**config.mk**
```make
export PLATFORM = sky130hd
export DESIGN_NAME = pcx_rle_encoder_top
export DESIGN_NICKNAME = d
export VERILOG_FILES = /design/src/sv/pcxrle_pkg.sv /design/src/sv/pcxrle_front.sv /design/src/sv/pcxrle_queue.sv /design/src/sv/pcxrle_back.sv /design/src/sv/pcx_rle_encoder_top.sv
export SDC_FILE = /design/constraint.sdc
export NUM_CORES = 1
export LEC_CHECK = 0
export BUFFER_PORTS_ARGS = -buffer_cell sky130_fd_sc_hd__buf_2
export CAP_MARGIN = 20
export CORE_ASPECT_RATIO = 1.1
export CORE_MARGIN = 2
export CORE_UTILIZATION = 35
export DETAILED_ROUTE_END_ITERATION = 12
export GPL_ROUTABILITY_DRIVEN = 0
export PLACE_DENSITY = 0.64
export SLEW_MARGIN = 5
export SYNTH_ARGS = -nofsm -noshare
export SYNTH_HDL_FRONTEND = slang
export SYNTH_SLANG_ARGS = --single-unit
```
**constraint.sdc**
```tcl
create_clock -name clk -period 3.17 [get_ports clk]
set_clock_uncertainty 0.05 [all_clocks]
set_input_delay 0.317 -clock clk [delete_from_list [all_inputs] [get_ports clk]]
set_output_delay 0.317 -clock clk [all_outputs]
set_load 0.05 [all_outputs]
```
**src/sv/pcxrle_pkg.sv**
```systemverilog
// Shared types and constants for the PCX run-length encoder.
package pcxrle_pkg;

	localparam int RUN_W        = 6;
	localparam int MAX_RUN_DEF  = 63;
	localparam int QUEUE_DEPTH  = 4;

	localparam logic [7:0] COUNT_MARK    = 8'hC0;
	localparam logic [7:0] LITERAL_LIMIT = 8'd192;

	// Emit slots of one command, in stream order
	localparam logic [1:0] SLOT_MARK_A = 2'd0;
	localparam logic [1:0] SLOT_VAL_A  = 2'd1;
	localparam logic [1:0] SLOT_MARK_B = 2'd2;
	localparam logic [1:0] SLOT_VAL_B  = 2'd3;

	// Input word: one pixel
	typedef struct packed {
		logic [7:0] pixel;
		logic       row_end;
	} pix_word_t;

	// Output word: one encoded byte
	typedef struct packed {
		logic [7:0] out_byte;
		logic       last;
	} code_word_t;

	// One run to flush
	typedef struct packed {
		logic             en;
		logic [7:0]       value;
		logic [RUN_W-1:0] count;
	} flush_t;

	// Command from front to back: old-run flush, then row-end flush
	typedef struct packed {
		flush_t a;
		flush_t b;
	} flush_cmd_t;

	// A flush needs a count byte when the run is longer than one or the value
	// would read as a count byte itself
	function automatic logic needs_mark(input flush_t f);
		return (f.count > RUN_W'(1)) || (f.value >= LITERAL_LIMIT);
	endfunction

	function automatic logic [7:0] mark_byte(input flush_t f);
		return COUNT_MARK + {{(8-RUN_W){1'b0}}, f.count};
	endfunction

endpackage

```
**src/sv/pcxrle_front.sv**
```systemverilog
// Front end: tracks the open run and turns each pixel into flush commands.
module pcxrle_front
	import pcxrle_pkg::*;
#(
	parameter int MAX_RUN = MAX_RUN_DEF
) (
	input  logic       clk,
	input  logic       arst_n,
	input  logic       pixel_valid,
	output logic       pixel_stall,
	input  pix_word_t  pixel_word,
	input  logic       queue_full,
	output logic       push,
	output flush_cmd_t push_cmd
);

	logic [7:0]       run_value_q;
	logic [RUN_W-1:0] run_length_q;

	logic             accept;
	logic             brk;
	logic             open_new;
	logic [7:0]       new_value;
	logic [RUN_W-1:0] new_length;

	assign pixel_stall = queue_full;
	assign accept      = pixel_valid && !queue_full;

	// Classify the pixel against the open run
	always_comb begin
		brk        = (run_length_q != '0) &&
		             ((pixel_word.pixel != run_value_q) ||
		              (run_length_q >= RUN_W'(MAX_RUN)));
		open_new   = (run_length_q == '0) || brk;
		new_value  = open_new ? pixel_word.pixel : run_value_q;
		new_length = open_new ? RUN_W'(1) : run_length_q + RUN_W'(1);

		push_cmd.a.en    = brk;
		push_cmd.a.value = run_value_q;
		push_cmd.a.count = run_length_q;
		push_cmd.b.en    = pixel_word.row_end;
		push_cmd.b.value = new_value;
		push_cmd.b.count = new_length;

		push = accept && (brk || pixel_word.row_end);
	end

	// Run state
	always_ff @(posedge clk or negedge arst_n) begin
		if (!arst_n) begin
			run_value_q  <= '0;
			run_length_q <= '0;
		end else if (accept) begin
			run_value_q  <= new_value;
			run_length_q <= pixel_word.row_end ? '0 : new_length;
		end
	end

endmodule

```
**src/sv/pcxrle_queue.sv**
```systemverilog
// Small command queue between front and back.
module pcxrle_queue
	import pcxrle_pkg::*;
#(
	parameter int DEPTH = QUEUE_DEPTH
) (
	input  logic       clk,
	input  logic       arst_n,
	input  logic       push,
	input  flush_cmd_t push_cmd,
	output logic       full,
	input  logic       pop,
	output logic       head_valid,
	output flush_cmd_t head_cmd
);

	localparam int PTR_W = (DEPTH > 1) ? $clog2(DEPTH) : 1;
	localparam int CNT_W = $clog2(DEPTH + 1);

	flush_cmd_t       mem_q [DEPTH];
	logic [PTR_W-1:0] wr_ptr_q;
	logic [PTR_W-1:0] rd_ptr_q;
	logic [CNT_W-1:0] count_q;

	assign full       = (count_q == CNT_W'(DEPTH));
	assign head_valid = (count_q != '0);
	assign head_cmd   = mem_q[rd_ptr_q];

	// Storage
	always_ff @(posedge clk) begin
		if (push) begin
			mem_q[wr_ptr_q] <= push_cmd;
		end
	end

	// Pointers and fill count
	always_ff @(posedge clk or negedge arst_n) begin
		if (!arst_n) begin
			wr_ptr_q <= '0;
			rd_ptr_q <= '0;
			count_q  <= '0;
		end else begin
			if (push) begin
				wr_ptr_q <= (wr_ptr_q == PTR_W'(DEPTH - 1)) ? '0 : wr_ptr_q + PTR_W'(1);
			end
			if (pop) begin
				rd_ptr_q <= (rd_ptr_q == PTR_W'(DEPTH - 1)) ? '0 : rd_ptr_q + PTR_W'(1);
			end
			if (push && !pop) begin
				count_q <= count_q + CNT_W'(1);
			end else if (pop && !push) begin
				count_q <= count_q - CNT_W'(1);
			end
		end
	end

endmodule

```
**src/sv/pcxrle_back.sv**
```systemverilog
// Back end: walks a flush command byte by byte into the output register.
module pcxrle_back
	import pcxrle_pkg::*;
(
	input  logic       clk,
	input  logic       arst_n,
	input  logic       head_valid,
	input  flush_cmd_t head_cmd,
	output logic       pop,
	output logic       code_valid,
	input  logic       code_stall,
	output code_word_t code_word
);

	logic [1:0]  slot_q;
	logic        out_valid_q;
	code_word_t  out_word_q;

	logic [3:0]  slot_en;
	logic [3:0]  avail;
	logic [1:0]  cur;
	logic        is_last;
	logic        load;
	logic [7:0]  cur_byte;

	// Pick the current slot and whether any byte follows it
	always_comb begin
		slot_en[SLOT_MARK_A] = head_cmd.a.en && needs_mark(head_cmd.a);
		slot_en[SLOT_VAL_A]  = head_cmd.a.en;
		slot_en[SLOT_MARK_B] = head_cmd.b.en && needs_mark(head_cmd.b);
		slot_en[SLOT_VAL_B]  = head_cmd.b.en;

		for (int i = 0; i < 4; i++) begin
			avail[i] = slot_en[i] && (2'(i) >= slot_q);
		end
		cur = SLOT_VAL_B;
		for (int i = 3; i >= 0; i--) begin
			if (avail[i]) begin
				cur = 2'(i);
			end
		end
		is_last = 1'b1;
		for (int i = 0; i < 4; i++) begin
			if (slot_en[i] && (2'(i) > cur)) begin
				is_last = 1'b0;
			end
		end

		unique case (cur)
			SLOT_MARK_A: cur_byte = mark_byte(head_cmd.a);
			SLOT_VAL_A:  cur_byte = head_cmd.a.value;
			SLOT_MARK_B: cur_byte = mark_byte(head_cmd.b);
			SLOT_VAL_B:  cur_byte = head_cmd.b.value;
			default:     cur_byte = head_cmd.b.value;
		endcase

		load = head_valid && (!out_valid_q || !code_stall);
		pop  = load && is_last;
	end

	// Slot pointer
	always_ff @(posedge clk or negedge arst_n) begin
		if (!arst_n) begin
			slot_q <= SLOT_MARK_A;
		end else if (load) begin
			slot_q <= is_last ? SLOT_MARK_A : cur + 2'd1;
		end
	end

	// Output register
	always_ff @(posedge clk or negedge arst_n) begin
		if (!arst_n) begin
			out_valid_q <= 1'b0;
		end else if (load) begin
			out_valid_q <= 1'b1;
		end else if (!code_stall) begin
			out_valid_q <= 1'b0;
		end
	end

	always_ff @(posedge clk) begin
		if (load) begin
			out_word_q.out_byte <= cur_byte;
			out_word_q.last     <= is_last;
		end
	end

	assign code_valid = out_valid_q;
	assign code_word  = out_word_q;

endmodule

```
**src/sv/pcx_rle_encoder_top.sv**
```systemverilog
// Top level of the PCX run-length encoder.
//
// Pixel channel (pixel_valid / pixel_stall / pixel_word) takes one palette
// pixel per word with a row_end flag on the last pixel of each row. Code
// channel (code_valid / code_stall / code_word) gives the encoded stream one
// byte per word; last marks the final byte caused by a pixel.
// The front end classifies a pixel in the cycle it is accepted and, when a
// run closes or the row ends, pushes a flush command (one or two runs) into a
// QDEPTH-entry queue. The back end turns a command into one to four bytes,
// one byte per cycle while code_stall allows, into a registered output. The
// first byte of a pixel passes through the queue and then the output register.
// A pixel that flushes nothing pushes no command; otherwise the output port
// sets the rate, and a pixel can emit up to four bytes. The queue lets the
// front keep taking pixels while the back drains earlier commands.
// Reset clears the open run and empties the queue and output register.
// A stall on the code channel holds the current byte; once the queue fills,
// pixel_stall rises.
module pcx_rle_encoder_top
	import pcxrle_pkg::*;
#(
	parameter int MAX_RUN = MAX_RUN_DEF,
	parameter int QDEPTH  = QUEUE_DEPTH
) (
	input  logic       clk,
	input  logic       arst_n,
	input  logic       pixel_valid,
	output logic       pixel_stall,
	input  pix_word_t  pixel_word,
	output logic       code_valid,
	input  logic       code_stall,
	output code_word_t code_word
);

	logic       push;
	logic       pop;
	logic       queue_full;
	logic       head_valid;
	flush_cmd_t push_cmd;
	flush_cmd_t head_cmd;

	pcxrle_front #(
		.MAX_RUN(MAX_RUN)
	) u_front (
		.clk        (clk),
		.arst_n     (arst_n),
		.pixel_valid(pixel_valid),
		.pixel_stall(pixel_stall),
		.pixel_word (pixel_word),
		.queue_full (queue_full),
		.push       (push),
		.push_cmd   (push_cmd)
	);

	pcxrle_queue #(
		.DEPTH(QDEPTH)
	) u_queue (
		.clk       (clk),
		.arst_n    (arst_n),
		.push      (push),
		.push_cmd  (push_cmd),
		.full      (queue_full),
		.pop       (pop),
		.head_valid(head_valid),
		.head_cmd  (head_cmd)
	);

	pcxrle_back u_back (
		.clk       (clk),
		.arst_n    (arst_n),
		.head_valid(head_valid),
		.head_cmd  (head_cmd),
		.pop       (pop),
		.code_valid(code_valid),
		.code_stall(code_stall),
		.code_word (code_word)
	);

endmodule
```
* Word-level counts from Yosys, hierarchy flattened
Memories as Yosys holds them, arrays and structs flattened.
Index checks and enable logic that the tools add are counted.
** Word-level totals
- Flip-flop bits (word level) :: 33
- Bits in latches :: 0
- Memory bits (writable) :: 120
- ROM bits :: 0
- Output and inout port bits :: 11
- Memories kept :: 1
** Memory list
- u_queue.mem_q :: words 4, bits a word 30, read ports 1, clocked after Yosys merged registers in 0, wr ports 1, line pcxrle_queue.sv:20 : flush_cmd_t mem_q [DEPTH];
** Cells by class
- Add/sub/neg operators :: 8
- Multipliers :: 0
- Divide/modulo/power cells :: 0
- $lt $le $gt $ge :: 12
- Equal/unequal tests :: 8
- Shift-type cells :: 0
- Mux-type cells :: 20
- Bitwise gates (word level) :: 0
- Reduce and logical (&&, ||, !) cells :: 32
** Operators with widths (count)
- $pmux 8 s4 :: 1
- $add 7x7->8 const A :: 2
- $ge 8x8->1 const B :: 2
- $logic_and 1x1->1 :: 16
- $gt 6x1->1 const B :: 2
- $mux 6 :: 2
- $mux 2 :: 5
- $mux 1 :: 9
- $eq 2x2->1 const B :: 4
- $mux 8 :: 1
- $ne 8x8->1 :: 1
- $add 2x1->2 const B :: 3
- $add 6x1->6 const B :: 1
- $ge 6x6->1 const B :: 1
- $logic_not 6->1 :: 1
- $logic_or 1x1->1 :: 6
- $mux 3 :: 2
- $reduce_bool 6->1 :: 1
- $logic_not 1->1 :: 5
- $ge 1x2->1 const A :: 2
- $gt 1x2->1 const A :: 2
- $gt 2x2->1 const A :: 2
- $add 3x1->3 const B :: 1
- $eq 3x3->1 const B :: 1
- other kinds (7) :: 7

* Depth between registers and ports, before layout
An unclocked memory read counts as a cell.
- Depth after elaboration :: 18
- Depth in mapped cells :: 14

* By module
From an unflattened synthesis, not the netlist that was laid out.
** Unflattened totals
- Cell total of the unflattened synthesis :: 376
- Area, all modules :: 6485.0 um^2
** By module, submodules not included
- pcxrle_queue :: instances 1, cells an instance 194, area each 4787.1 um^2
- pcxrle_front :: instances 1, cells an instance 111, area each 944.7 um^2
- pcxrle_back :: instances 1, cells an instance 71, area each 753.2 um^2

* Least setup slack after synthesis
No wires, ideal clock.
- Path type :: flip-flop to flip-flop
- From :: register u_queue.count_q[0]
- To :: register u_queue.count_q[1]
- Setup time :: 0.125 ns
- Arrival time :: 3.312 ns
- Data required time :: 2.995 ns
- Slack :: -0.317 ns
- Cell stages (with the launch flop) :: 10
- Buffers on the path :: 2
- Clock period less this slack :: 3.487 ns
- Cell sequence :: dfrtp_1 > nor3b_1 > nand2b_1 > clkbuf_1 > o21ba_2 > clkbuf_1 > ha_1 > inv_1 > fa_1 > mux2_2
** On the way
- Cells in the longest elaborated chain, start to end :: 7
- Elaborated cells between the ends (all ways) :: 16
** Ends and longest elaborated chain
- start, declared :: line pcxrle_queue.sv:23 : logic [CNT_W-1:0] count_q;
- start signal, assigned :: line pcxrle_queue.sv:50 : count_q <= count_q + CNT_W'(1);
- start signal, assigned :: line pcxrle_queue.sv:52 : count_q <= count_q - CNT_W'(1);
- $eq 3x3->1 (*) :: line pcxrle_queue.sv:25 : assign full = (count_q == CNT_W'(DEPTH));
- net pixel_stall :: line pcx_rle_encoder_top.sv:27 : output logic pixel_stall,
- $logic_not 1->1 (*) :: line pcxrle_front.sv:27 : assign accept = pixel_valid && !queue_full;
- $logic_and 1x1->1 (*) :: line pcxrle_front.sv:27
- $logic_and 1x1->1 (*) :: line pcxrle_front.sv:45 : push = accept && (brk || pixel_word.row_end);
- net push :: line pcx_rle_encoder_top.sv:34 : logic push;
- $logic_not 1->1 :: line pcxrle_queue.sv:51 : end else if (pop && !push) begin
- $logic_and 1x1->1 :: line pcxrle_queue.sv:51
- $reduce_bool 2->1 (no line)
The timed path passes the listed nets; every way through them passes the cells marked *. The select of a mux whose other input is x is not followed.
A chain may end at the register's enable or synchronous reset.

* Worst setup path in the final report
- From :: register u_queue.rd_ptr_q[0]
- To :: register u_queue.count_q[1]
** On the way
- Cells in the longest elaborated chain, start to end :: 18
- Elaborated cells between the ends (all ways) :: 33
** Ends and longest elaborated chain
- start, declared :: line pcxrle_queue.sv:22 : logic [PTR_W-1:0] rd_ptr_q;
- start signal, assigned :: line pcxrle_queue.sv:47 : rd_ptr_q <= (rd_ptr_q == PTR_W'(DEPTH - 1)) ? '0 : rd_ptr_q + PTR_W'(1);
- $mem_v2 4x30 (*)
- $ge 8x8->1 / $gt 6x1->1 (equally long branches) :: line pcxrle_pkg.sv:45 : return (f.count > RUN_W'(1)) || (f.value >= LITERAL_LIMIT);
- $logic_or 1x1->1 :: line pcxrle_pkg.sv:45
- $logic_and 1x1->1 :: line pcxrle_back.sv:30 : slot_en[SLOT_MARK_B] = head_cmd.b.en && needs_mark(head_cmd.b);
- $logic_and 1x1->1 :: line pcxrle_back.sv:34 : avail[i] = slot_en[i] && (2'(i) >= slot_q);
- $mux 1 :: line pcxrle_back.sv:38 : if (avail[i]) begin
- $mux 2 (2 in series) :: line pcxrle_back.sv:38
- $gt 1x2->1 :: line pcxrle_back.sv:44 : if (slot_en[i] && (2'(i) > cur)) begin
- $logic_and 1x1->1 :: line pcxrle_back.sv:44
- $mux 1 (3 in series) :: line pcxrle_back.sv:44
- $mux 1 (*) :: line pcxrle_back.sv:44
- $logic_and 1x1->1 (*) :: line pcxrle_back.sv:58 : pop = load && is_last;
- $logic_not 1->1 :: line pcxrle_queue.sv:49 : if (push && !pop) begin
- $logic_and 1x1->1 :: line pcxrle_queue.sv:49
- $mux 3 / $reduce_bool 2->1 (equally long branches)
Mark *: on every way between the ends. The rest lies on a longest branch, timed or not.

==> impl_metrics.toml <==
[outcome]
status = "finished clean"

[timing]
worst_slack_ps = 95.5
fmax_ghz = 0.325
tightest_slew_ps = 666
slew_headroom_pct = 55.6
final-hold-violation-count = 0
period_needed_ps = 3070
setup_viol = 0
fin_crit_sh_pct = 97.0
drv_slew = 0
finalSetupTns_ps = 0

[floorplan]
die_h_um = 144
rows = 51
core_um2 = 17600
die-area_um2 = 18900
floorplan.initialDensity_pct = 35.5
ioPinCount = 24
die_x_um = 131

[clocking]
cts.reportedPaths.clkPinSlew_ps = 60
cts_inserted_buffers = 17
cts_tree = "done"
cts.sinks = 153
insertion_delay_ps = 420
cts_buffer_depth = 2
htreeDepth = 4
cts_root_buffer = "clkbuf_16"

[yosys]
synth_top_area_share_pct = 62.0
syn_avg_cell_area_um2 = 18.3
yosys.area.top_type = "edfxtp_1"
syn_inst = 342
synth_cell_types = 44
yosys_warnings = 0
syn_nets = 364
async_reset_ff_share_pct = 15.7
synth_flop_cell = "edfxtp_1"
synth-seq-area-share_pct = 71.6
synthTopCellsByArea = "edfxtp_1, mux4_2, dfrtp_1"
synth_area_um2 = 6250
ys_ff_latch = 153
synth-edff-count = 129

[route]
final_antenna_net_count = 0
drt_wl_total_um = 12300
vias = 3209
wl_per_cell_um = 19.1
vias_per_cell = 4.96
drc_errors = 0
first_pass_iters = 4
drt_first_iter_violations = 405

[layout]
drive_gt1_share_pct = 33.5
antennaDiodeCount = 0
nNetsFinal = 418
area_growth_pct = 19.8
final_cells = 647

[worst_setup_path]
endpoint_kind = "flip-flop"
worstSetupPathType = "reg2reg"
required_ps = 3430
cp_data_arrival_time_ps = 3330
cp_max_fo = 7
r2r_setup_slack_ps = 100
worstSetupStartpointType = "flip-flop"

[place]
post-place-cells = 605
hpwl_um = 7790
dp_slack_ps = -158
port_buffers = 23

[grt]
use_met1_pct = 16.7
grt-ovfl-total = 0
use_met3_pct = 4.14
met2_usage_pct = 23.9
grt_pass1_wl_um = 19000
grt_max_degree = 31
antenna_found_initial = 0
globalRouteTotalUtil_pct = 13.9
grt_pass1_vias = 3340
busiest_layer = "met2"

[job]
maxCapViolCount = 0

[hold_path]
hold_class = "in2reg"

[power]
ir_worst_vdd_mv = 0.536
p_leak_nw = 2.62
power_density_nw_per_um2 = 1010
## where the power goes
group | total, W | switching (W) | internal (W) | leakage, nW
clock network | 0.00209 | 0.000740 | 0.00135 | 0.301
registers | 0.00289 | 0.000187 | 0.00271 | 1.49
logic | 0.00255 | 0.00145 | 0.00109 | 0.834
## flip-flops by register name, summed over array words and instances, names as in the netlist
name and count:
u_queue.wr_ptr_q 2, u_front.run_value_q 8, u_back.slot_q 2, u_back.code_valid 1, u_queue.mem_q 120, u_front.run_length_q 6
u_queue.count_q 3, u_queue.rd_ptr_q 2, u_back.code_word 9
## logic make-up after synthesis
kind of cell | count (synthesis) | synth area share (%)
adder cells (fa/ha/maj) | 9 | 1.92
AO/OA/AOI/OAI | 30 | 3.83
XOR/XNOR | 15 | 2.10
flip-flops | 153 | 71.6
buffers and inverters | 28 | 2.18
AND/OR/NAND/NOR | 63 | 5.01
multiplexers | 44 | 13.3
## per-layer routing
| metal | up-vias | share of wire (%) |
|---|---|---|
| li1 | 1447 | - |
| met5 | - | 0 |
| met1 | 1645 | 41 |
| met3 | 13 | 6.3 |
| met2 | 104 | 52 |
| met4 | 0 | 1.2 |
## through the flow
stage | utilization, % | hold slack [ps] | power (W) | cell area [um^2]
floorplan | - | -28.6 | 0.00461 | 6250
global placement | 38.3 | 339 | 0.00530 | 6750
detailed placement | 38.3 | 342 | 0.00536 | 6750
CTS | 42.0 | 48.2 | 0.00747 | 7390
global route | 42.5 | 74.9 | 0.00788 | 7480
finish | 42.5 | 64.0 | 0.00753 | 7480
## synth_stat cells, types with 7 or more instances
cell type  count
and2_1         7
edfxtp_1     129
dfrtp_1       24
clkbuf_1      13
mux4_2        30
mux2_2        11
xor2_1         9
nand2_1        9
nor3_1        10
inv_1          7
ha_1           8
nor2_1        21
## final timing paths
path | cells past startpoint | endpoint | from
setup / recovery | 11 | u_queue.count_q[1] | u_queue.rd_ptr_q[0]
min in group asynchronous | 2 | u_queue.wr_ptr_q[0] | arst_n
setup reg to reg | 11 | u_queue.count_q[1] | u_queue.rd_ptr_q[0]
hold / removal | 3 | u_back.code_valid | code_stall
max in group asynchronous | 2 | u_queue.rd_ptr_q[0] | arst_n
hold reg to reg | 1 | u_queue.count_q[2] | u_queue.count_q[2]
## layout by cell type, fill, tap and decap left out, types with 2 or more instances in the layout
cell	netlist	layout
nor3_1	10	9
buf_4	0	27
clkinv_2	0	4
dfrtp_1	24	22
buf_12	0	2
inv_1	7	7
mux2_2	11	11
xnor2_1	6	6
mux4_2	30	30
buf_2	4	23
and2_1	7	7
a22o_1	6	6
clkbuf_1	13	4
dfrtp_2	0	2
a221oi_1	3	3
edfxtp_1	129	129
nor2_1	21	21
xor2_1	9	9
nand2b_1	2	2
o211ai_1	3	3
bufinv_16	0	4
nand2_1	9	9
a21oi_1	6	6
clkbuf_8	0	2
mux2_1	2	2
clkbuf_16	0	17
nor4_1	2	2
ha_1	8	7
nand3_1	5	5
o21ai_0	3	3
## cell type report
class / instances / area, um^2
fillers: 1568 / 10100
multi-input cells: 161 / 1670
repair buffers: 55 / 394
well taps: 238 / 298
flip-flops and latches: 153 / 4480
clock buffers: 23 / 468
clock inverters: 9 / 148
inverters: 8 / 30.0
## what timing repair did
| action | 4_1_cts | 5_1_grt |
|---|---|---|
| buffers inserted | 1 | 8 |
| cloned | 0 | 0 |
| resized for setup | 1 | 8 |
| endpoints found under the hold margin | 24 | 0 |
| pin swaps | 1 | 5 |
| setup endpoints to repair | 2 | 1 |
| hold buffers | 1 | 0 |
## worst max-delay path: stages, from the launching register on
cell     delay [ps]
dfrtp_2         390
buf_12          140
buf_8           130
mux4_2          510
a211o_1         340
o31ai_4         200
and3_4          250
inv_1            50
ha_2            170
inv_1            60
fa_1            410
mux2_2          270
Power figures use the tool's default switching activity.
